--- config.mk ---
export PLATFORM = sky130hd
export DESIGN_NAME = stbs_search
export DESIGN_NICKNAME = d
export VERILOG_FILES = /design/src/rtl/stbs_pkg.sv /design/src/rtl/stbs_search.sv
export SDC_FILE = /design/constraint.sdc
export NUM_CORES = 1
export LEC_CHECK = 0
export BUFFER_PORTS_ARGS = -buffer_cell sky130_fd_sc_hd__buf_2
export CAP_MARGIN = 20
export CORE_UTILIZATION = 48
export CTS_CLUSTER_DIAMETER = 100
export DETAILED_ROUTE_END_ITERATION = 10
export PLACE_DENSITY = 0.84
export SLEW_MARGIN = 20
export SYNTH_ARGS = -nofsm -noshare
export SYNTH_HDL_FRONTEND = slang
export SYNTH_SLANG_ARGS = --single-unit
--- constraint.sdc ---
create_clock -name i_clk -period 5.03 [get_ports i_clk]
set_clock_uncertainty 0.05 [all_clocks]
set_input_delay 0.2515 -clock i_clk [delete_from_list [all_inputs] [get_ports i_clk]]
set_output_delay 0.2515 -clock i_clk [all_outputs]
set_load 0.005 [all_outputs]
--- src/rtl/stbs_pkg.sv ---
`default_nettype none
// ----------------------------------------------------------------------------
// stbs_pkg
// Shared constants, payload types and state codes of the sorted table search.
// ----------------------------------------------------------------------------
package stbs_pkg;

    localparam int DEPTH      = 1024;
    localparam int DATA_W     = 32;
    localparam int ADDR_W     = $clog2(DEPTH);
    localparam int CNT_W      = $clog2(DEPTH + 1);
    localparam int IDX_W      = 10;
    localparam int VAL_W      = 32;
    localparam int POS_W      = 11;
    localparam int CFG_CNT_W  = 11;
    localparam int APB_ADDR_W = 3;
    localparam int APB_DATA_W = 32;

    // request codes
    localparam logic REQ_WRITE  = 1'b0;
    localparam logic REQ_SEARCH = 1'b1;

    // register indexes
    localparam logic REG_ENTRY_COUNT  = 1'b0;
    localparam logic REG_SIGNED_ORDER = 1'b1;

    typedef struct packed {
        logic             req_type;
        logic [IDX_W-1:0] entry_index;
        logic [VAL_W-1:0] value;
    } t_req;

    typedef struct packed {
        logic             found;
        logic [POS_W-1:0] position;
    } t_rsp;

    typedef struct packed {
        logic [CFG_CNT_W-1:0] entry_count;
        logic                 signed_order;
    } t_cfg;

    typedef struct packed {
        logic              we;
        logic [ADDR_W-1:0] waddr;
        logic [DATA_W-1:0] wdata;
        logic              re;
        logic [ADDR_W-1:0] raddr;
    } t_ram_req;

    typedef enum logic {
        ST_IDLE,
        ST_CHECK
    } t_state;

    // flipping the sign bit maps two's complement order onto unsigned order
    function automatic logic [DATA_W-1:0] order_key(input logic [DATA_W-1:0] v,
                                                    input logic              sgn);
        order_key = v ^ {sgn, {(DATA_W-1){1'b0}}};
    endfunction

endpackage
`default_nettype wire

--- src/rtl/stbs_search.sv ---
`default_nettype none
// ----------------------------------------------------------------------------
// stbs_search
// Request handling and probe sequencer: one table read per cycle, compare on
// the returned word, narrow the range and issue the next read.
// ----------------------------------------------------------------------------
module stbs_search (
    input  wire logic                       i_clk,
    input  wire logic                       i_rst_n,
    input  wire stbs_pkg::t_cfg             i_cfg,
    input  wire logic                       i_in_valid,
    output logic                            o_in_stall,
    input  wire stbs_pkg::t_req             i_in_data,
    output logic                            o_out_valid,
    input  wire logic                       i_out_stall,
    output stbs_pkg::t_rsp                  o_out_data,
    output stbs_pkg::t_ram_req              o_ram,
    input  wire logic [stbs_pkg::DATA_W-1:0] i_rdata
);
    import stbs_pkg::*;

    t_state            r_state, n_state;
    logic [CNT_W-1:0]  r_lo, n_lo;
    logic [CNT_W-1:0]  r_hi, n_hi;
    logic [ADDR_W-1:0] r_mid, n_mid;
    logic              r_final, n_final;
    logic [DATA_W-1:0] r_key, n_key;
    logic [CNT_W-1:0]  r_count, n_count;
    logic              r_out_valid, n_out_valid;
    t_rsp              r_rsp, n_rsp;

    logic              accept;
    logic              is_search;
    logic [CNT_W-1:0]  cnt_eff;
    logic              out_free;
    logic              hit;
    logic              less;
    logic [CNT_W-1:0]  mid_ext;
    logic [CNT_W-1:0]  p_lo, p_hi, span;
    logic [ADDR_W-1:0] p_addr;
    logic              p_final;
    logic              start;

    assign is_search = (i_in_data.req_type == REQ_SEARCH);
    assign out_free  = !r_out_valid || !i_out_stall;
    assign o_in_stall = (r_state != ST_IDLE) || (is_search && !out_free);
    assign accept    = i_in_valid && !o_in_stall;

    assign cnt_eff = (CNT_W'(i_cfg.entry_count) > CNT_W'(DEPTH)) ? CNT_W'(DEPTH)
                                                                 : CNT_W'(i_cfg.entry_count);
    assign start   = accept && is_search && (cnt_eff != '0);

    assign hit     = (i_rdata == r_key);
    assign less    = order_key(r_key, i_cfg.signed_order)
                   < order_key(i_rdata, i_cfg.signed_order);
    assign mid_ext = CNT_W'(r_mid);

    // range for the next probe: fresh on a new search, narrowed otherwise
    always_comb begin
        if (r_state == ST_IDLE) begin
            p_lo = '0;
            p_hi = cnt_eff;
        end else if (less) begin
            p_lo = r_lo;
            p_hi = mid_ext;
        end else begin
            p_lo = mid_ext;
            p_hi = r_hi;
        end
        span = p_hi - p_lo;
        if (span > CNT_W'(1)) begin
            p_addr  = ADDR_W'(p_lo + (span >> 1));
            p_final = 1'b0;
        end else begin
            p_addr  = ADDR_W'(p_lo);
            p_final = 1'b1;
        end
    end

    // next state
    always_comb begin
        n_state = r_state;
        unique case (r_state)
            ST_IDLE: begin
                if (start) begin
                    n_state = ST_CHECK;
                end
            end
            ST_CHECK: begin
                if (out_free && (hit || r_final)) begin
                    n_state = ST_IDLE;
                end
            end
            default: n_state = ST_IDLE;
        endcase
    end

    // datapath and outputs
    always_comb begin
        n_lo        = r_lo;
        n_hi        = r_hi;
        n_mid       = r_mid;
        n_final     = r_final;
        n_key       = r_key;
        n_count     = r_count;
        n_rsp       = r_rsp;
        n_out_valid = r_out_valid && i_out_stall;
        o_ram       = '0;
        o_ram.waddr = i_in_data.entry_index[ADDR_W-1:0];
        o_ram.wdata = i_in_data.value[DATA_W-1:0];
        o_ram.raddr = p_addr;
        unique case (r_state)
            ST_IDLE: begin
                if (accept && !is_search) begin
                    o_ram.we = (CNT_W'(i_in_data.entry_index) < CNT_W'(DEPTH));
                end
                if (accept && is_search) begin
                    n_key   = i_in_data.value[DATA_W-1:0];
                    n_count = cnt_eff;
                    if (cnt_eff == '0) begin
                        // empty table answers at once
                        n_rsp.found    = 1'b0;
                        n_rsp.position = '0;
                        n_out_valid    = 1'b1;
                    end else begin
                        o_ram.re = 1'b1;
                        n_lo     = p_lo;
                        n_hi     = p_hi;
                        n_mid    = p_addr;
                        n_final  = p_final;
                    end
                end
            end
            ST_CHECK: begin
                if (hit || r_final) begin
                    if (out_free) begin
                        n_rsp.found    = hit;
                        n_rsp.position = hit ? POS_W'(r_mid) : POS_W'(r_count);
                        n_out_valid    = 1'b1;
                    end
                end else begin
                    o_ram.re = 1'b1;
                    n_lo     = p_lo;
                    n_hi     = p_hi;
                    n_mid    = p_addr;
                    n_final  = p_final;
                end
            end
            default: begin
                o_ram.re = 1'b0;
            end
        endcase
    end

    always_ff @(posedge i_clk) begin
        if (!i_rst_n) begin
            r_state     <= ST_IDLE;
            r_out_valid <= 1'b0;
        end else begin
            r_state     <= n_state;
            r_out_valid <= n_out_valid;
        end
    end

    always_ff @(posedge i_clk) begin
        r_lo    <= n_lo;
        r_hi    <= n_hi;
        r_mid   <= n_mid;
        r_final <= n_final;
        r_key   <= n_key;
        r_count <= n_count;
        r_rsp   <= n_rsp;
    end

    assign o_out_valid = r_out_valid;
    assign o_out_data  = r_rsp;

endmodule
`default_nettype wire

# Yosys cells after proc, flatten, opt, wreduce, memory -nomap -nowiden
# Index checks and enable logic that the tools add are counted.
dict set report word_totals {
  out_inout_bits 68
  ff_bits 90
  wordCells 88
}
dict set report classes {
  n_bitwise 3
  n_mux 43
  order_cmp 3
  reduce_logical 20
  addsub 2
  n_eq_ne 7
}
# op n
set op_table {}
lappend op_table {{$mux W11} 12}
lappend op_table {{$xor A32 B32 Y32} 2}
lappend op_table {{$mux W12} 4}
lappend op_table {{$pmux W11 S2} 2}
lappend op_table {{$mux W10} 4}
lappend op_table {{$eq A32 B32 Y1} 1}
lappend op_table {{$lt A32 B32 Y1} 1}
lappend op_table {{$pmux W12 S2} 1}
lappend op_table {{$pmux W10 S2} 1}
lappend op_table {{$mux W1} 15}
lappend op_table {{$gt A11 B1 Y1 const B} 1}
lappend op_table {{$gt A11 B11 Y1 const B} 1}
lappend op_table {{$logic_not A11 Y1} 1}
lappend op_table {{$reduce_bool A11 Y1} 1}
lappend op_table {{$sub A11 B11 Y11} 1}
lappend op_table {{$add A10 B10 Y10} 1}
lappend op_table {{$pmux W1 S2} 4}
lappend op_table {{$logic_and A1 B1 Y1} 7}
lappend op_table {{$ne A2 B1 Y1 const B} 3}
lappend op_table {{$ne A2 B2 Y1 const B} 3}
lappend op_table {{$logic_not A1 Y1} 5}
lappend op_table {{$reduce_and A4 Y1} 1}
lappend op_table {{$logic_or A1 B1 Y1} 3}
lappend op_table {{$reduce_and A3 Y1} 1}
lappend op_table {{2 further kinds} 2}

# Longest topological paths before layout
# Gate-level depths: netlist (run 1).
dict set report depth {
  depth_word 11
  mapped_depth 25
}

# Worst setup path after synthesis (run 1)
# Ideal clock, no wire load.
dict set report synth_path {
  path_type {register to output}
  start {register r_key[15]}
  end {output port o_ram[9] in the netlist's numbering}
  setup_slack_ns -0.216
  path_stages_with_launch 23
  path_buffers 0
  t_arrival_ns 4.944
  cell_sequence {edfxtp_1 ha_1 nand4_2 or4_4 a21o_1 a31oi_2 a211oi_2 mux2i_1 nor2b_1 inv_1 ha_1 nor2b_1 o21a_1 o31a_1 or3_1 and2_1 ha_1 a21oi_1 o21ai_0 a31o_2 nand2_1 mux2i_1 xnor2_1}
}
# item line
set synth_rtl {}
lappend synth_rtl {{from (decl)} stbs_search.sv:27} ;# logic [DATA_W-1:0] r_key, n_key;
lappend synth_rtl {{from (signal assigned)} stbs_search.sv:170} ;# r_key <= n_key;
lappend synth_rtl {{to (decl)} stbs_search.sv:17} ;# output stbs_pkg::t_ram_req o_ram,

==> results of run 1 <==
==> critical path: cells and delay by family, from the launching register on <==
family	cells	cell delay, ps
AO/OA/AOI/OAI	13	1990
flip-flops	1	430
buffers and inverters	4	550
multiplexers	1	120
AND/OR/NAND/NOR	5	1150
adder cells (fa/ha/maj)	3	750
XOR/XNOR	1	130
==> per-stage QoR <==
step,std cells,utilization,setup WS [ps]
after floorplan,519,-,5.47
after CTS,837,0.636,-683
after detailed placement,800,0.576,-389
final,847,0.666,-729
after global routing,847,0.666,-934
after global placement,800,0.576,-265
==> power breakdown <==
part | total, mW | leakage, nW | switching [mW] | internal [mW]
sequential | 0.929 | 0.842 | 0.0337 | 0.895
clock | 0.655 | 0.134 | 0.276 | 0.379
combinational | 0.985 | 2.40 | 0.491 | 0.494
==> cells by family after synthesis <==
family / Yosys count
and+or+nand+nor: 122
muxes: 26
buffers and inverters: 110
DFF: 90
AOI/OAI and AO/OA: 105
xor gates and xnor gates: 14
adders and majority gates: 52
==> synth_stat cells, types with 8 or more instances <==
library cell	n	area share
edfxtp_1	88	0.47
inv_1	55	0.037
ha_1	50	0.11
nand2_1	46	0.031
buf_4	42	0.056
a21oi_1	29	0.026
nor2_1	24	0.016
o21ai_0	22	0.020
nor2b_1	17	0.019
mux2i_1	16	0.029
xnor2_1	12	0.019
a21boi_0	11	0.015
clkbuf_1	9	0.0060
a21o_1	8	0.011
==> final timing paths <==
kind | start | to | depth (start not counted)
max reg2reg | r_key[11]$_DFFE_PP_ | r_mid[8]$_DFFE_PP_ | 29
min | i_in_data[17] | r_key[17]$_DFFE_PP_ | 1
max | r_key[11]$_DFFE_PP_ | o_ram[8] | 27
min reg2reg | r_count[10]$_DFFE_PP_ | o_out_data[10]$_SDFFCE_PP0P_ | 1
==> state kept, by name, summed over array words and instances (netlist names) <==
register     cells
o_out_valid      1
r_mid           10
r_final          1
r_state          1
r_hi            11
o_out_data      12
r_count         11
r_key           32
r_lo            11
==> area by class of cell <==
type                            instances  area, sq um  area share
Clock inverter                          5         45.0     0.00593
Inverter                               55          209      0.0275
Timing Repair Buffer                  223         1360       0.179
Clock buffer                           11          233      0.0306
Sequential cell                        90         2680       0.353
Multi-Input combinational cell        320         2890       0.381
Tap cell                              143          179      0.0235
==> layer usage <==
layer,routed length [microns],share of wire,GRT usage
met1,5780,0.36,0.289
met5,0,0,0
met3,1420,0.088,0.0641
met2,7980,0.50,0.442
met4,916,0.057,0.143
==> what timing repair did <==
item,in CTS,in global routing
resized for setup,60,49
pin swaps,31,34
endpoints found under the setup margin,20,21
buffers inserted,22,10
cloned,1,0
hold buffers,0,0
==> flow_summary.toml, run 1 <==
[synthesis]
synth_edf_count = 88
synth_mux_area_frac = 0.0504
seq_area_frac_synth = 0.478
synth_warnings = 0
synth.lib_cells_used.distinct = 54
synth_compound_area_frac = 0.122
async_reset_ff_frac = 0
synthXorXnorAreaFrac = 0.0219
synth-main-ff-cell = "edfxtp_1"
synth_top_family_by_area = "compound AO/OA/AOI/OAI gates"
synthSimpleGateAreaFrac = 0.106
netlist_area_sq_um = 5610
syn_area_per_cell_sq_um = 10.8
syn_nets = 662
syn_inst = 519
synth.ff_latch_count = 90
synthAdderAreaFrac = 0.119

[finish]
fin_area_sq_um = 7600
num-fill-cells = 803
final_common_cell = "buf_2"
final_nets = 842
drive_above_1_share = 0.459
diodes = 0
area_growth_pct = 35.5
most-common-layout-cells = "138 x buf_2, 88 x edfxtp_1, 79 x buf_4"

[clocking]
cts_sinks = 90
cts.path.max_buffers = 2
root_buffer = "clkbuf_16"
h-tree-depth = 3
clock_insertion_delay_worst_skew_ps = 340
numCtsBuffers = 9
clk_pin_slew_ps = 60
cts_tree = "done"

[power_and_ir_drop]
power.leakage_nw = 3.38
power_density_nw_per_um2 = 338
irDropWorstVdd_v = 0.000193
p_total_mw = 2.57

[floorplan]
die_h_microns = 110
die_area_sq_um = 12100
coreArea_sq_um = 11400
boundaryPins = 159
die_w_microns = 110
rows = 39
start_util = 0.491

[sta]
fmax_ghz = 0.174
setup_tns_ps = -8740
layout_setup_ws_ps = -729
fin_hold_ws_ps = 48.7
fin_crit_ps = 5760
timing.slew.headroom = 0.365
setup_viol = 20
period_share = 1.14
rsz0062_at_grt = "yes"
maxSlewViolCount = 0
worst_slew_pin_slew_ps = 951
final_hold_viol_count = 0

[setup_path]
crit_arrival_ps = 5460
r2r_setup_slack_ps = -690
startpoint_type = "register"
path_class = "reg2out"
max_stage_delay_ps = 560
crit_fanout = 7
setup.worst_path.end_class = "primary output"
slowest_stage = "or4_4"
worst_ep_required_time_ps = 4730
cp_common_cell = "ha_4"

[place]
placed_area_sq_um = 6580
gp_congestion = 0.922
port_buffers = 138
dp_hpwl_microns = 10100

[run]
drv_cap = 0

[drt]
vias = 4743
drtIter0Drc = 408
drt_first_pass_iters = 5
drc = 0
via_per_inst = 5.60
ant_nets = 0
routedWlPerCell_microns = 19.0
wirelength_microns = 16100

[global_routing]
grt-ovfl-total = 0
grt_pass1_vias = 4611
grt_max_degree = 35
track_usage = 0.256
grt_pass1_wl_microns = 22700
antenna_found_initial = 0

[status]
violations = "negative setup slack"
status = "complete, but fails checks"

[hold_path]
hold_class = "in2reg"
Power figures use the tool's default switching activity.
==> run 2, diff against run 1 <==
CAP_MARGIN = not set   (was 20)
CORE_MARGIN = 2   (was not set)
==> flow_summary.toml, run 2 (synthesis gave the netlist of run 1 again) <==
[global_routing]
grt_max_degree = 44
track_usage = 0.233
top_usage_layer = "met2"
grt_pass1_wl_microns = 22800
grt-ovfl-total = 0
grt_pass1_vias = 4611
met2_usage = 0.409
antenna_found_initial = 0
grtUsageMet3 = 0.0686
grt_util_met1 = 0.274

[clocking]
h-tree-depth = 3
root_buffer = "clkbuf_16"
clock_insertion_delay_worst_skew_ps = 350
cts_tree = "done"
numCtsBuffers = 9
clk_pin_slew_ps = 60
cts_sinks = 90
cts.path.max_buffers = 2

[floorplan]
start_util = 0.491
boundaryPins = 159
die_w_microns = 112
die_area_sq_um = 12600
coreArea_sq_um = 11400
rows = 39
die_h_microns = 112

[setup_path]
worst_ep_required_time_ps = 4730
r2r_setup_slack_ps = -530
setup.worst_path.end_class = "primary output"
crit_fanout = 9
crit_start = "r_key[14]$_DFFE_PP_"
path_class = "reg2out"
startpoint_type = "register"
crit_arrival_ps = 5400
rr_worst_depth = 28
rr_startpoint = "r_key[14]$_DFFE_PP_"
worstSetupEndpoint = "o_ram[8]"
max_stage_delay_ps = 520
r2r_end = "r_mid[8]$_DFFE_PP_"
slowest_stage = "or4_4"

[sta]
timing.slew.headroom = 0.408
layout_setup_ws_ps = -668
maxSlewViolCount = 0
fmax_ghz = 0.176
final_hold_viol_count = 0
worst_slew_pin_slew_ps = 888
period_share = 1.13
rsz0062_at_grt = "yes"
fin_crit_ps = 5700
setup_viol = 18

[finish]
final_util = 0.651
area_growth_pct = 32.6
diodes = 0
num-fill-cells = 839
largest_reg_flops = 32
multiInputGateArea_sq_um = 2700
drive_above_1_share = 0.432
layout.cells.non_filler = 844
final_common_cell = "buf_2"
final_nets = 839
max_flop_register = "r_key"
register_area_sq_um = 2680
most-common-layout-cells = "138 x buf_2, 88 x edfxtp_1, 74 x buf_4"

[drt]
routedWlPerCell_microns = 18.0
drt_first_pass_iters = 5
drtIter0Drc = 409
drc = 0
vias = 4606
wirelength_microns = 15200
via_per_inst = 5.46
ant_nets = 0

[place]
dp_hpwl_microns = 10400
place_inst = 808
port_buffers = 138
gp_congestion = 0.925

[power_and_ir_drop]
power.leakage_nw = 3.34
irDropWorstVdd_v = 0.000329
power_density_nw_per_um2 = 340

[status]
status = "complete, but fails checks"
violations = "negative setup slack"

[hold_path]
hold_path_startpoint = "i_in_data[4]"
hold_class = "in2reg"

[run]
drv_cap = 0
[run 2: cell types whose count changed in the layout (fill, tap and decap cells not counted), sizes merged]
cell | before | now
buf | 223 | 220
clkbuf | 11 | 10
inv | 55 | 54
bufinv | 1 | 2
clkinv | 4 | 5
[run 2: worst min-delay path by stage]
stage / cells after the start / end
after floorplan: 0 / r_key[0]$_DFFE_PP_
after global placement: 1 / r_key[9]$_DFFE_PP_
after detailed placement: 1 / r_key[4]$_DFFE_PP_
after CTS: 1 / r_key[4]$_DFFE_PP_
after global routing: 1 / r_key[9]$_DFFE_PP_
final: 1 / r_key[4]$_DFFE_PP_
[run 2: layout make-up]
class,count,share of cell area
Timing Repair Buffer,220,0.181
Multi-Input combinational cell,320,0.363
Sequential cell,90,0.361
Tap cell,143,0.0241
Clock buffer,10,0.0308
Inverter,55,0.0278
Clock inverter,6,0.0123
[run 2: layer usage]
metal  vias up  wire, microns  share of wire
li1       2159              -              -
met1      2188           5880           0.39
met2       231           7710           0.51
met3        28           1260          0.083
met4         0            337          0.022
met5         -              0              0
[run 2: through the flow]
stage               TNS [ps]  cell area (sq um)  setup slack, ps  hold slack (ps)  power, mW
floorplan                  0               5660             5.47              300       1.33
global placement       -1700               6640             -274              391       1.57
detailed placement     -3890               6640             -374              391       1.60
CTS                    -5480               7260             -589             17.0       2.46
global route          -10390               7440             -872             19.6       2.65
finish                 -7150               7440             -668             33.4       2.53
[run 2: power by group]
part | switching [mW] | leakage [nW] | internal (mW)
Combinational | 0.423 | 2.34 | 0.453
Clock | 0.291 | 0.157 | 0.437
Sequential | 0.0320 | 0.842 | 0.895
Total | 0.745 | 3.34 | 1.79
[run 2: worst max-delay path, delay by kind of cell, from the launching register on]
kind | cells | cell delay (ps)
buf+inv | 3 | 340
flops | 1 | 430
mux | 1 | 130
xor+xnor | 1 | 170
simple gates | 5 | 1240
fa+ha+maj | 3 | 850
compound gates | 12 | 1850
[run 2: repair_timing]
action                     in CTS  in global routing
gates resized for setup        38                 35
pin swaps                      11                 16
setup endpoints to repair      20                 20
buffers inserted               15                  6
cloned                          0                  1
hold buffers                    0                  0
