==> src/rtl/stbs_pkg.sv <==
`default_nettype none
// ----------------------------------------------------------------------------
// stbs_pkg
// Shared constants, payload types and state codes of the sorted table search.
// ----------------------------------------------------------------------------
package stbs_pkg;

    localparam int DEPTH      = 1024;
    localparam int DATA_W     = 32;
    localparam int ADDR_W     = $clog2(DEPTH);
    localparam int CNT_W      = $clog2(DEPTH + 1);
    localparam int IDX_W      = 10;
    localparam int VAL_W      = 32;
    localparam int POS_W      = 11;
    localparam int CFG_CNT_W  = 11;
    localparam int APB_ADDR_W = 3;
    localparam int APB_DATA_W = 32;

    // request codes
    localparam logic REQ_WRITE  = 1'b0;
    localparam logic REQ_SEARCH = 1'b1;

    // register indexes
    localparam logic REG_ENTRY_COUNT  = 1'b0;
    localparam logic REG_SIGNED_ORDER = 1'b1;

    typedef struct packed {
        logic             req_type;
        logic [IDX_W-1:0] entry_index;
        logic [VAL_W-1:0] value;
    } t_req;

    typedef struct packed {
        logic             found;
        logic [POS_W-1:0] position;
    } t_rsp;

    typedef struct packed {
        logic [CFG_CNT_W-1:0] entry_count;
        logic                 signed_order;
    } t_cfg;

    typedef struct packed {
        logic              we;
        logic [ADDR_W-1:0] waddr;
        logic [DATA_W-1:0] wdata;
        logic              re;
        logic [ADDR_W-1:0] raddr;
    } t_ram_req;

    typedef enum logic {
        ST_IDLE,
        ST_CHECK
    } t_state;

    // flipping the sign bit maps two's complement order onto unsigned order
    function automatic logic [DATA_W-1:0] order_key(input logic [DATA_W-1:0] v,
                                                    input logic              sgn);
        order_key = v ^ {sgn, {(DATA_W-1){1'b0}}};
    endfunction

endpackage
`default_nettype wire

==> src/rtl/stbs_regs.sv <==
`default_nettype none
// ----------------------------------------------------------------------------
// stbs_regs
// APB register block: entry count and signed order select.
// ----------------------------------------------------------------------------
module stbs_regs (
    input  wire logic                           i_clk,
    input  wire logic                           i_rst_n,
    input  wire logic                           psel,
    input  wire logic                           penable,
    input  wire logic                           pwrite,
    input  wire logic [stbs_pkg::APB_ADDR_W-1:0] paddr,
    input  wire logic [stbs_pkg::APB_DATA_W-1:0] pwdata,
    output logic      [stbs_pkg::APB_DATA_W-1:0] prdata,
    output logic                                pready,
    output stbs_pkg::t_cfg                      o_cfg
);
    import stbs_pkg::*;

    t_cfg r_cfg;
    t_cfg n_cfg;
    logic wr_en;
    logic reg_sel;

    assign wr_en   = psel && penable && pwrite;
    assign reg_sel = paddr[2];

    always_comb begin
        n_cfg = r_cfg;
        if (wr_en) begin
            unique case (reg_sel)
                REG_ENTRY_COUNT:  n_cfg.entry_count  = pwdata[CFG_CNT_W-1:0];
                REG_SIGNED_ORDER: n_cfg.signed_order = pwdata[0];
                default:          n_cfg = r_cfg;
            endcase
        end
    end

    always_ff @(posedge i_clk) begin
        if (!i_rst_n) begin
            r_cfg <= '0;
        end else begin
            r_cfg <= n_cfg;
        end
    end

    always_comb begin
        unique case (reg_sel)
            REG_ENTRY_COUNT:  prdata = APB_DATA_W'(r_cfg.entry_count);
            REG_SIGNED_ORDER: prdata = APB_DATA_W'(r_cfg.signed_order);
            default:          prdata = '0;
        endcase
    end

    assign pready = 1'b1;
    assign o_cfg  = r_cfg;

endmodule
`default_nettype wire

==> config.mk <==
export PLATFORM = sky130hd
export DESIGN_NAME = stbs_regs
export DESIGN_NICKNAME = d
export VERILOG_FILES = /design/src/rtl/stbs_pkg.sv /design/src/rtl/stbs_regs.sv
export SDC_FILE = /design/constraint.sdc
export NUM_CORES = 1
export LEC_CHECK = 0
export ABC_AREA = 1
export CAP_MARGIN = 40
export CORE_MARGIN = 2
export CORE_UTILIZATION = 53
export DETAILED_ROUTE_END_ITERATION = 6
export DONT_BUFFER_PORTS = 1
export HOLD_SLACK_MARGIN = 0.12
export PLACE_DENSITY = 0.7
export SLEW_MARGIN = 20
export SYNTH_ARGS = -nofsm -noshare
export SYNTH_HDL_FRONTEND = slang
export SYNTH_SLANG_ARGS = --single-unit
==> constraint.sdc <==
create_clock -name i_clk -period 0.9 [get_ports i_clk]
set_input_delay 0.09 -clock i_clk [delete_from_list [all_inputs] [get_ports i_clk]]
set_output_delay 0.09 -clock i_clk [all_outputs]
set_load 0.1 [all_outputs]
==> results of run 1 <==
-- logic make-up after synthesis --
| kind of cell | Yosys count | share of synthesized area, % |
|---|---|---|
| compound gates | 1 | 0.623 |
| buf+inv | 50 | 36.2 |
| flops | 12 | 30.0 |
| other cells | 2 | 0.936 |
| simple gates | 64 | 32.3 |
-- per-stage QoR --
stage	setup TNS [ns]	cells
2_1_floorplan	-2.89	149
3_3_place_gp	0	162
3_5_place_dp	0	162
-- cell usage after synthesis --
cell type / instances
buf_2: 1
nand3_1: 13
dfxtp_1: 12
buf_6: 2
buf_4: 23
nand2_1: 16
nor2_1: 34
nor2_2: 1
a21oi_1: 1
inv_2: 1
buf_1: 1
inv_1: 22
conb_1: 2
==> parameters.txt, run 1 <==
Parameter                              Value

Run status
  Status    stopped before the end
  Last flow stage reached    clock tree synthesis
  Error    [ERROR DPL-0033] detailed placement checks failed during check placement.

Logic synthesis
  Number of flip-flops and latches in the synthesized netlist    12
  Share of synthesized area occupied by flip-flops and latches    roughly 30%
  Netlist area before placement    roughly 800 µm²
  Top cells by area in the synthesized netlist    dfxtp_1, buf_4, nor2_1
  Synthesized instance count    between 100 and 150
  Cell taking the most area after synthesis    dfxtp_1
  Number of distinct standard cells referenced by the synthesized netlist    13
  Average cell area after synthesis    around 6.2 µm²
  Warnings, synthesis    0
  Area fraction of the dominant cell type after synthesis    approximately 30%

Floorplan
  Site Rows    14
  Effective utilization at floorplan    a little under three fifths
  Die boundary height    42.9 µm
  Width of the die    roughly 43 µm
  Top-level port count    85

Clock tree
  Setup bufs post-CTS    3
  CTS resizes    18
  Root buf cell    clkbuf_4
  Clk buf depth    2
  Total CTS buffers    3
  # hold bufs at CTS    12
  Number of sinks handled by clock tree synthesis    12
  H-tree levels    1

Placed design
  Place WS    0.138 ns
  Post-detail-place hpwl    ~1300 µm
  Routability cong.    around 0.68
  Number of buffers added on ports    0
  Area after detailed placement    ~1100 µm²
==> run 2, diff against run 1 <==
--- a/config.mk
+++ b/config.mk
@@ -7,12 +7,11 @@
 export LEC_CHECK = 0
 export ABC_AREA = 1
 export CAP_MARGIN = 40
-export CORE_MARGIN = 2
-export CORE_UTILIZATION = 53
+export CORE_AREA = 2 2 63 65
 export DETAILED_ROUTE_END_ITERATION = 6
+export DIE_AREA = 0 0 65 67
 export DONT_BUFFER_PORTS = 1
-export HOLD_SLACK_MARGIN = 0.12
-export PLACE_DENSITY = 0.7
+export PLACE_DENSITY_LB_ADDON = 0.15
 export SLEW_MARGIN = 20
 export SYNTH_ARGS = -nofsm -noshare
 export SYNTH_HDL_FRONTEND = slang
==> run 2 against run 1 <==
  * The flow now finishes, with violations (negative setup slack)
  * Synthesized cell count stayed put
  * Synthesized area stayed put
==> parameters.txt, run 2 <==
Parameter                              Value

Logic synthesis
  Number of distinct standard cells referenced by the synthesized netlist    13 (unchanged)
  Share of synthesized area occupied by flip-flops and latches    30.0% (unchanged)
  Top cells by area in the synthesized netlist    dfxtp_1, buf_4, nor2_1
  Number of flip-flops and latches in the synthesized netlist    12 (unchanged)
  Share of flip-flops with an asynchronous set or reset after synthesis    0% (unchanged)
  Warnings, synthesis    0 (unchanged)
  Cell taking the most area after synthesis    dfxtp_1
  Most used standard cell by instance count after synthesis    nor2_1
  Area fraction of the dominant cell type after synthesis    30.0% (unchanged)
  Average cell area after synthesis    6.22 µm² (unchanged)
  Synthesized instance count    129 (unchanged)
  Count of flip-flops with a built-in enable after synthesis    0 (unchanged)
  Top flip-flop cell by instance count after synthesis    dfxtp_1
  Netlist area before placement    802 µm² (unchanged)
  Most common library cells after synthesis    nor2_1, buf_4, inv_1

Timing
  Total Neg Setup Slack    -1.09 ns
  Setup repair after global routing missed its margin    yes
  Final setup violating endpoints    13
  Final hold vios    0
  Max Clock Freq    approximately 990 MHz
  Final period demand of the worst path    1.01 ns
  Fin. max-slew vios    0
  Worst clock skew on the final layout    0 ns
  WHS    roughly 0.014 ns
  Least setup slack across all paths after layout    -0.106 ns
  Final clock period utilization by the worst path    112%

Global routing
  Global-route usage over all layers    approximately a tenth
  First-pass GRT wire length    3060 µm
  Pin count of the biggest net entering global routing    16
  Total congestion overflow    0
  Via count of the first global-routing pass    between 600 and 700
  Number of antenna violations at the first check in global routing    0

Detailed routing
  Total vias in the final route    between 700 and 800
  DRC violation total after the first TritonRoute iteration    8
  Wire length per cell after detailed routing    roughly 9.9 µm
  Remaining design rule violation count    0
  Via density    3.63
  Final routed wirelength across all metal layers    approximately 2000 µm
  DRT antenna net count    0
  Count of TritonRoute iterations in the first routing pass    4

Run status
  Status    finished, violations left
  Violations in the final reports    negative setup slack

Critical path
  R2R Setup Slk    0.27 ns
  Required @ worst endpoint    roughly 0.81 ns
  CP arrival    roughly 0.92 ns
  Sort of element at the end of the critical path    primary output
  Type of element launching the critical path    flip-flop
  FF-to-FF End    o_cfg[0]$_SDFFE_PN0P_
  Critical Setup Path Class    reg2out
  Worst Reg-to-Reg Cells    2
  Cells along the critical path    inv_2 > nor2_4 > buf_12
  Maximum net fanout on the critical path    3
  Maximum single-stage delay on the critical path    approximately 0.36 ns
  Reg-to-Reg Start    o_cfg[0]$_SDFFE_PN0P_
  Slowest cell on crit path    dfxtp_4

Job
  Total of max-cap violations    0

Floorplan
  Site Rows    22 (+8)
  Die boundary height    67 µm (+56%)
  Die area    between 4000 and 5000 µm²
  Effective utilization at floorplan    22.2% (-33 points)
  Width of the die    65 µm (+52%)
  Top-level port count    85 (unchanged)
  Core region area    between 3000 and 4000 µm²

Pwr
  Final Power    between 1500 and 2000 µW
  Share of total power in sequential cells    between 20% and 30%
  Net Sw Power    around 920 µW
  Clock share of power    around a quarter
  Leakage power of the design    slightly above 0.0006 µW
  Logic pwr share    44.5%
  Cell internal power dissipation    970 µW
  Peak VDD IR    between 0.4 and 0.5 mV
  Fraction of power spent switching nets    about half
  P per Cell Area    around 1400 nW/µm²

Clock tree
  H-tree levels    1 (unchanged)
  CTS tree    yes
  Clock input transition at the sequential cells of the worst setup and hold paths    ~0.05 ns
  Setup bufs post-CTS    0 (-3)
  Clk buf depth    2 (unchanged)
  Total CTS buffers    3 (unchanged)
  Clk_lat worst skew    around 0.24 ns
  Number of sinks handled by clock tree synthesis    12 (unchanged)
  Root buf cell    clkbuf_8

Placed design
  Number of buffers added on ports    0 (unchanged)
  Place WS    0.132 ns (-0.00538 ns)
  Post-detail-place hpwl    1490 µm (+13%)
  Routability cong.    0.669 (-2.3%)

Finish
  Top library cells by usage in the layout, fill and taps aside    nor2_1, conb_1, buf_12, nand3_1, nand2_1
  Max reg flops    12
  Growth of design area from synthesis to finish    70.2%
  Most frequent standard cell in the layout excluding fill and tap cells    nor2_1
  Count of inserted antenna diode cells    0
  FILL cells    around 380
  Layout Nets    between 150 and 200
  Share of post-route cells with drive strength above 1    between 40% and 50%

Worst hold path
  Class of the tightest hold or removal check    in2reg
  Worst hold path stage count    2
  Hold wc startpoint    paddr[2]
  Hold Path End    o_cfg[0]$_SDFFE_PN0P_
## run 2: cell counts after synthesis
Identical to the previous run, type by type.
## run 2: cells by family (layout without fill, tap and decap cells)
family	count (synthesis)	in the layout	share of synthesized area [%]
simple gates	64	64	32.3
buf+inv	50	52	36.2
other cells	2	22	0.936
compound gates	1	1	0.623
flops	12	12	30.0
## run 2: power by group through the flow
stage	combinational, µW	clock, µW	sequential (µW)
after global placement	799	0	557
after detailed placement	802	0	557
after floorplan	679	0	691
final	842	495	553
after CTS	829	519	550
after global routing	872	548	556
## run 2: metal layers
| layer | vias up | part of all wire [%] | track usage [%] |
|---|---|---|---|
| met5 | - | 0 | 0 |
| met4 | 0 | 1.4 | 5.59 |
| met3 | 2 | 8.3 | 3.21 |
| met2 | 34 | 53 | 17.3 |
| met1 | 312 | 37 | 9.52 |
| li1 | 374 | - | - |
## run 2: how the worst max path moves through the flow
stage / start / end / slack (ns) / cells past startpoint
floorplan: o_cfg[11]$_SDFFE_PN0P_ / prdata[10] / -0.29 / 2
global placement: o_cfg[6]$_SDFFE_PN0P_ / prdata[5] / 0.15 / 3
detailed placement: o_cfg[9]$_SDFFE_PN0P_ / prdata[8] / 0.13 / 3
CTS: o_cfg[9]$_SDFFE_PN0P_ / prdata[8] / -0.11 / 3
global route: o_cfg[11]$_SDFFE_PN0P_ / prdata[10] / -0.14 / 3
finish: o_cfg[6]$_SDFFE_PN0P_ / prdata[5] / -0.11 / 3
## run 2: critical path: cells and delay by family (launching register included)
kind	cells	cell delay, ns
buf+inv	2	0.22
flops	1	0.36
simple gates	1	0.09
## run 2: cell type report
cell class / count / area, µm² / share of cell area, %
multi-input combinational: 87 / 453 / 33.2
timing repair buffer: 25 / 435 / 31.9
sequential: 12 / 285 / 20.9
inverter: 23 / 86.3 / 6.32
tap: 48 / 60.1 / 4.40
clock buffer: 3 / 41.3 / 3.02
clock inverter: 1 / 3.75 / 0.275
## run 2: what timing repair did
item / 4_1_cts / 5_1_grt
hold endpoints to repair: 12 / 0
hold buffers: 1 / 0
gates resized for setup: 15 / 12
pin swaps: 11 / 0
setup endpoints to repair: 23 / 35
## run 2: through the flow
stage,cells,area [µm²],util (%)
after global placement,194,1200,33.3
final,199,1370,37.9
after CTS,199,1320,36.5
after global routing,199,1370,37.9
after floorplan,149,1030,-
after detailed placement,194,1200,33.3
(Power assumes the default switching activity.)
==> run 3, diff against run 2 <==
--- a/config.mk
+++ b/config.mk
@@ -6,6 +6,7 @@
 export NUM_CORES = 1
 export LEC_CHECK = 0
 export ABC_AREA = 1
+export ABC_CLOCK_PERIOD_IN_PS = 900
 export CAP_MARGIN = 40
 export CORE_AREA = 2 2 63 65
 export DETAILED_ROUTE_END_ITERATION = 6
==> constraint.sdc (replaced) <==
create_clock -name i_clk -period 0.9 [get_ports i_clk]
set_input_delay 0.09 -clock i_clk [delete_from_list [all_inputs] [get_ports i_clk]]
set_output_delay 0.09 -clock i_clk [all_outputs]
set_load 0.02 [all_outputs]
==> run 3 against run 2 <==
  * The run still ends with negative setup slack left
  * Sequential power up 3%
  * Sequential share of layout area grew 3.4 points
  * Die area is the same
  * Utilization decreased by 8.7 points
  * Global-route usage decreased by 1.4 points
  * Non-clock buffer count grew 3
  * Total power shrank 25%
  * Hold slack better by 0.0026 ns
  * Cell count is 1.5% higher
  * Critical path type unchanged
  * Largest power group is now the clock network
==> parameters.txt, run 3 (same netlist as run 2, synthesis figures left out) <==
Parameter                              Value

Timing
  Least setup slack across all paths after layout    -0.0286 ns (+0.0772 ns)
  Fin. max-slew vios    0 (unchanged)
  Total Neg Setup Slack    -0.168 ns (+0.923 ns)
  Final hold vios    0 (unchanged)
  Max Clock Freq    1080 MHz (+8.3%)
  Final setup violating endpoints    10 (-3)
  Setup repair after global routing missed its margin    yes
  Final clock period utilization by the worst path    103% (-8.6 points)
  WHS    0.0171 ns (+0.00264 ns)
  Worst clock skew on the final layout    0 ns (unchanged)
  Final period demand of the worst path    0.929 ns (-0.0772 ns)

Critical path
  Critical Setup Path Class    reg2out
  Reg-to-Reg Start    o_cfg[4]$_SDFFE_PN0P_
  Sort of element at the end of the critical path    primary output
  Critical path origin    o_cfg[9]$_SDFFE_PN0P_
  Required @ worst endpoint    0.81 ns (about the same)
  CP arrival    0.84 ns (-0.08 ns)
  Type of element launching the critical path    flip-flop
  Maximum net fanout on the critical path    3 (unchanged)

Placed design
  Area after detailed placement    921 µm² (-23%)
  Post-detail-place hpwl    1350 µm (-9.3%)
  Number of buffers added on ports    0 (unchanged)
  Routability cong.    0.606 (-9.5%)
  Place WS    0.191 ns (+0.0588 ns)

Finish
  Layout Nets    195 (+1.6%)
  Area taken by flip-flops and latches    255 µm² (-11%)
  Area of combinational cells with multiple inputs    369 µm² (-19%)
  Max reg flops    12 (unchanged)
  Most frequent standard cell in the layout excluding fill and tap cells    nor2_1
  Share of post-route cells with drive strength above 1    39.0% (-3.4 points)
  Finished Cell Area    1050 µm² (-23%)
  Top library cells by usage in the layout, fill and taps aside    nor2_1, buf_4, conb_1, inv_1, nand2_1
  Count of inserted antenna diode cells    0 (unchanged)
  FILL cells    391 (+2.4%)
  Growth of design area from synthesis to finish    31.2%

Clock tree
  Total CTS buffers    3 (unchanged)
  Clk_lat worst skew    0.23 ns (about the same)
  Number of sinks handled by clock tree synthesis    12 (unchanged)
  Clk buf depth    2 (unchanged)
  Root buf cell    clkbuf_8
  CTS tree    yes
  H-tree levels    1 (unchanged)
  Clock input transition at the sequential cells of the worst setup and hold paths    0.05 ns (about the same)

Pwr
  Cell internal power dissipation    1020 µW (+5.4%)
  Fraction of power spent switching nets    28.0% (-21 points)
  Net Sw Power    399 µW (-57%)
  P per Cell Area    1350 nW/µm² (-2.4%)
  Clock share of power    40.4% (+14 points)
  Leakage power of the design    0.000556 µW (-9.6%)
  Peak VDD IR    0.374 mV (-20%)
  Share of total power in sequential cells    40.2% (+11 points)
  Logic pwr share    19.4% (-25 points)

Global routing
  Via count of the first global-routing pass    580 (-13%)
  Total congestion overflow    0 (unchanged)
  Global-route usage over all layers    8.17% (-1.4 points)
  First-pass GRT wire length    2670 µm (-13%)
  Number of antenna violations at the first check in global routing    0 (unchanged)
  Pin count of the biggest net entering global routing    16 (unchanged)

Worst hold path
  Hold wc startpoint    paddr[2]
  Class of the tightest hold or removal check    in2reg

Detailed routing
  Via density    3.54 (-2.4%)
  DRT antenna net count    0 (unchanged)
  Met3 layer wire length in the routed design    173 µm (+6.1%)
  Top metal layer carrying routed signals    met4
  Total vias in the final route    715 (-0.97%)
  Final routed wirelength across all metal layers    1820 µm (-7.3%)
  Wire length per cell after detailed routing    9.02 µm (-8.7%)
  Detailed-route wire length on metal 1    815 µm (+11%)
  Count of TritonRoute iterations in the first routing pass    4 (unchanged)
  DRC violation total after the first TritonRoute iteration    9 (+1)
  Wire length on met2    823 µm (-21%)
  Remaining design rule violation count    0 (unchanged)

Run status
  Status    finished, violations left
  Violations in the final reports    negative setup slack

Job
  Total of max-cap violations    0 (unchanged)

Floorplan
  Core region area    3610 µm² (unchanged)
  Top-level port count    85 (unchanged)
  Die boundary height    67 µm (unchanged)
  Site Rows    22 (unchanged)
  Effective utilization at floorplan    22.2% (unchanged)
  Width of the die    65 µm (unchanged)
  Die area    4360 µm² (unchanged)
==> run 3: cell count changes in the layout (fill, tap and decap cells not counted), moves of 3 or more <==
cell	change
buf_4	+22
buf_12	-17
dfxtp_2	+12
dfxtp_4	-12
nor2_4	-9
nor2_1	+5
nor2_2	+4
buf_8	-3
==> run 3: path summary, 6_finish.rpt <==
path                                 to  slack (ns)  cells after the start
hold reg to reg   o_cfg[7]$_SDFFE_PN0P_        0.50                      2
hold / removal    o_cfg[0]$_SDFFE_PN0P_        0.02                      2
setup reg to reg  o_cfg[4]$_SDFFE_PN0P_        0.21                      3
setup / recovery              prdata[8]       -0.03                      3
==> run 3: layer usage <==
layer	global-route usage [%]	vias up
met5	0	-
met4	3.99	0
met3	2.53	2
met2	11.7	40
met1	10.9	295
li1	-	378
==> run 3: worst max-delay path, cell delays in order, from the launching register on <==
cell and delay, ns:
dfxtp_2 0.34, inv_2 0.03, nor2_2 0.10, buf_6 0.12
==> run 3: timing repair <==
action                                  4_1_cts  5_1_grt
endpoints found under the setup margin       11       23
hold endpoints to repair                     12        0
buffers inserted                              1        1
cloned                                        0        0
hold buffers                                  1        0
pin swaps                                     0        6
gates resized for setup                      11       21
==> run 3: layout make-up <==
class,instances,area share (%)
repair buffers,28,21.5
clock buffers,4,5.23
well taps,48,5.71
multi-input cells,87,35.1
flip-flops and latches,12,24.3
inverters,23,8.20
==> run 3: metrics by stage <==
step,power [µW],util [%],instances
after global placement,827,25.5,195
after global routing,1490,29.2,202
after detailed placement,830,25.5,195
after floorplan,858,-,149
after CTS,1430,28.0,201
final,1420,29.2,202
==> run 3: power by group through the flow <==
| stage | logic [µW] | clock network (µW) | registers [µW] |
|---|---|---|---|
| floorplan | 261 | 0 | 597 |
| global placement | 251 | 0 | 575 |
| detailed placement | 253 | 0 | 576 |
| CTS | 267 | 598 | 568 |
| global route | 302 | 619 | 573 |
| finish | 276 | 574 | 571 |
==> run 4, diff against run 3 <==
--- a/config.mk
+++ b/config.mk
@@ -5,8 +5,8 @@
 export SDC_FILE = /design/constraint.sdc
 export NUM_CORES = 1
 export LEC_CHECK = 0
-export ABC_AREA = 1
-export ABC_CLOCK_PERIOD_IN_PS = 900
+export ABC_AREA = 0
+export ABC_CLOCK_PERIOD_IN_PS = 1000
 export CAP_MARGIN = 40
 export CORE_AREA = 2 2 63 65
 export DETAILED_ROUTE_END_ITERATION = 6
==> constraint.sdc (replaced) <==
create_clock -name i_clk -period 1 [get_ports i_clk]
set_input_delay 0.1 -clock i_clk [delete_from_list [all_inputs] [get_ports i_clk]]
set_output_delay 0.1 -clock i_clk [all_outputs]
set_load 0.05 [all_outputs]
==> run 4 against run 3 <==
  * The flow still finishes with violations (negative setup slack)
  * Die area unchanged
  * Setup slack improved by 0.027 ns
  * Synthesized cell count shrank 32%
  * Critical path depth fell by 2
  * Design area is 26% higher
  * Combinational power grew 40%
  * Count of clock-buffer cells in the layout did not move
  * Wire length increased by 7.1%
  * Hold slack lost 0.012 ns
  * Clock skew unchanged
  * Global-route usage rose by 0.60 points
  * Synthesized area decreased by 6.9%
  * Largest power group unchanged
==> parameters.txt, run 4 <==
Parameter                              Value

Floorplan
  Site Rows    22 (unchanged)
  Die area    4360 µm² (unchanged)
  Effective utilization at floorplan    20.7% (-1.5 points)
  Die boundary height    67 µm (unchanged)
  Core region area    3610 µm² (unchanged)
  Width of the die    65 µm (unchanged)
  Top-level port count    85 (unchanged)

Detailed routing
  Count of TritonRoute iterations in the first routing pass    2 (-2)
  Wire length per cell after detailed routing    11.2 µm (+24%)
  Final routed wirelength across all metal layers    1950 µm (+7.1%)
  Via density    3.64 (+2.8%)
  Remaining design rule violation count    0 (unchanged)
  Total vias in the final route    633 (-11%)
  DRC violation total after the first TritonRoute iteration    10 (+1)
  DRT antenna net count    0 (unchanged)

Logic synthesis
  Count of flip-flops with a built-in enable after synthesis    0 (unchanged)
  Most common library cells after synthesis    nand2_1, buf_4, dfxtp_1, mux2i_1, nor2b_1
  Number of distinct standard cells referenced by the synthesized netlist    12 (-1)
  Synthesized instance count    88 (-32%)
  Top flip-flop cell by instance count after synthesis    dfxtp_1
  Netlist area before placement    747 µm² (-6.9%)
  Cell taking the most area after synthesis    dfxtp_1
  Area fraction of the dominant cell type after synthesis    32.2% (+2.2 points)
  Most used standard cell by instance count after synthesis    nand2_1
  Share of flip-flops with an asynchronous set or reset after synthesis    0% (unchanged)
  Average cell area after synthesis    8.49 µm² (+37%)
  Top cells by area in the synthesized netlist    dfxtp_1, buf_4, mux2i_1
  Warnings, synthesis    0 (unchanged)
  Share of synthesized area occupied by flip-flops and latches    32.2% (+2.2 points)
  Number of flip-flops and latches in the synthesized netlist    12 (unchanged)

Global routing
  Pin count of the biggest net entering global routing    15 (-1)
  Via count of the first global-routing pass    580 (unchanged)
  Total congestion overflow    0 (unchanged)
  Number of antenna violations at the first check in global routing    0 (unchanged)
  Global-route usage over all layers    8.77% (+0.60 points)
  First-pass GRT wire length    2840 µm (+6.4%)

Clock tree
  Total CTS buffers    3 (unchanged)
  Root buf cell    clkbuf_8
  Clock input transition at the sequential cells of the worst setup and hold paths    0.06 ns (about the same)
  CTS tree    yes
  Clk buf depth    2 (unchanged)
  H-tree levels    1 (unchanged)
  Clk_lat worst skew    0.24 ns (about the same)
  Number of sinks handled by clock tree synthesis    12 (unchanged)

Critical path
  Type of element launching the critical path    flip-flop
  Top Family by Delay on Critical Path    multiplexers
  Critical Setup Path Class    reg2out
  Slowest cell on crit path    mux2_4
  Cells along the critical path    mux2_4
  Sort of element at the end of the critical path    primary output
  Maximum single-stage delay on the critical path    0.35 ns (about the same)
  Buffers plus inverters on the worst setup path    0 (-2)
  Required @ worst endpoint    0.90 ns (+0.09 ns)
  CP arrival    0.90 ns (+0.06 ns)
  Maximum net fanout on the critical path    2 (-1)

Timing
  Max Clock Freq    ~1000 MHz
  Final clock period utilization by the worst path    100%
  Worst clock skew on the final layout    0 ns (unchanged)
  Final setup violating endpoints    1 (-9)
  Final period demand of the worst path    1.00 ns
  Least setup slack across all paths after layout    -0.00145 ns (+0.0271 ns)
  Total Neg Setup Slack    -0.00145 ns (+0.166 ns)
  Setup repair after global routing missed its margin    yes
  Final hold vios    0 (unchanged)
  Fin. max-slew vios    0 (unchanged)

Finish
  Max reg flops    12 (unchanged)
  Growth of design area from synthesis to finish    77.7%
  Most frequent standard cell in the layout excluding fill and tap cells    nand2_1
  Count of inserted antenna diode cells    0 (unchanged)
  Top library cells by usage in the layout, fill and taps aside    nand2_1, conb_1, buf_4, buf_12
  Finished Cell Area    1330 µm² (+26%)
  Layout Nets    167 (-14%)
  Share of post-route cells with drive strength above 1    44.4% (+5.5 points)

Job
  Total of max-cap violations    0 (unchanged)

Pwr
  Leakage power of the design    0.000557 µW (about the same)
  Peak VDD IR    0.742 mV (+98%)
  P per Cell Area    1060 nW/µm² (-21%)

Run status
  Violations in the final reports    negative setup slack
  Status    finished, violations left

Placed design
  Area after detailed placement    1100 µm² (+20%)
  Number of buffers added on ports    0 (unchanged)
  Post-detail-place hpwl    1360 µm (+0.32%)
  Routability cong.    0.546 (-9.9%)

Worst hold path
  Class of the tightest hold or removal check    in2reg
run 4: cell count changes after synthesis, moves of 2 or more:
cell,before,now
nor2b_1,0,10
nand3_1,13,0
nand2_1,16,23
nor2_1,34,0
buf_6,2,0
mux2i_1,0,12
inv_1,22,0
run 4: logic make-up after synthesis:
logic type / synth area share [%]
simple gates: 22.6
other cells: 1.01
mux: 17.6
buf+inv: 26.6
flops: 32.2
run 4: power breakdown:
part           switching (µW)  internal, µW
registers                6.89           491
clock network             182           348
logic                     281           105
total                     470           943
run 4: layout make-up:
type	count	area (µm²)
Clock buffer	4	55.1
Timing Repair Buffer	40	495
Tap cell	48	60.1
Sequential cell	12	255
Fill cell	377	2280
Multi-Input combinational cell	70	462
run 4: worst paths after layout:
path | start | to | slack [ns] | depth (start not counted)
setup / recovery | o_cfg[1]$_SDFFE_PN0P_ | prdata[0] | -0.001 | 1
hold / removal | pwdata[2] | o_cfg[3]$_SDFFE_PN0P_ | 0.005 | 2
setup reg to reg | o_cfg[8]$_SDFFE_PN0P_ | o_cfg[8]$_SDFFE_PN0P_ | 0.18 | 4
hold reg to reg | o_cfg[9]$_SDFFE_PN0P_ | o_cfg[9]$_SDFFE_PN0P_ | 0.46 | 2
run 4: what timing repair did:
action,CTS,global route
gates resized for setup,1,1
hold buffers,12,0
pin swaps,0,0
setup buffers,4,2
hold endpoints to repair,10,0
setup endpoints to repair,4,17
run 4: metal layers:
metal	GRT usage, %	part of all wire (%)	up-vias
met1	9.72	40	291
met5	0	0	-
met3	3.89	9.1	2
li1	-	-	306
met4	2.39	0.87	0
met2	15.2	50	34
run 4: metrics by stage:
step | total power (µW) | hold WS [ns] | instances | util, % | setup WS (ns)
6_report | 1410 | 0.00490 | 174 | 36.8 | -0.00145
5_1_grt | 1480 | 0.00176 | 174 | 36.8 | -0.0301
4_1_cts | 1440 | 0.000692 | 172 | 36.3 | -0.0144
3_5_place_dp | 841 | 0.245 | 152 | 30.5 | 0.0975
3_3_place_gp | 838 | 0.240 | 152 | 30.5 | 0.119
2_1_floorplan | 885 | 0.235 | 108 | - | 0.0393
run 4: worst register-to-register path: stages, from the launching register on:
cell	delay, ns
dfxtp_2	0.31
buf_4	0.13
buf_12	0.14
nand2_1	0.05
mux2i_1	0.06
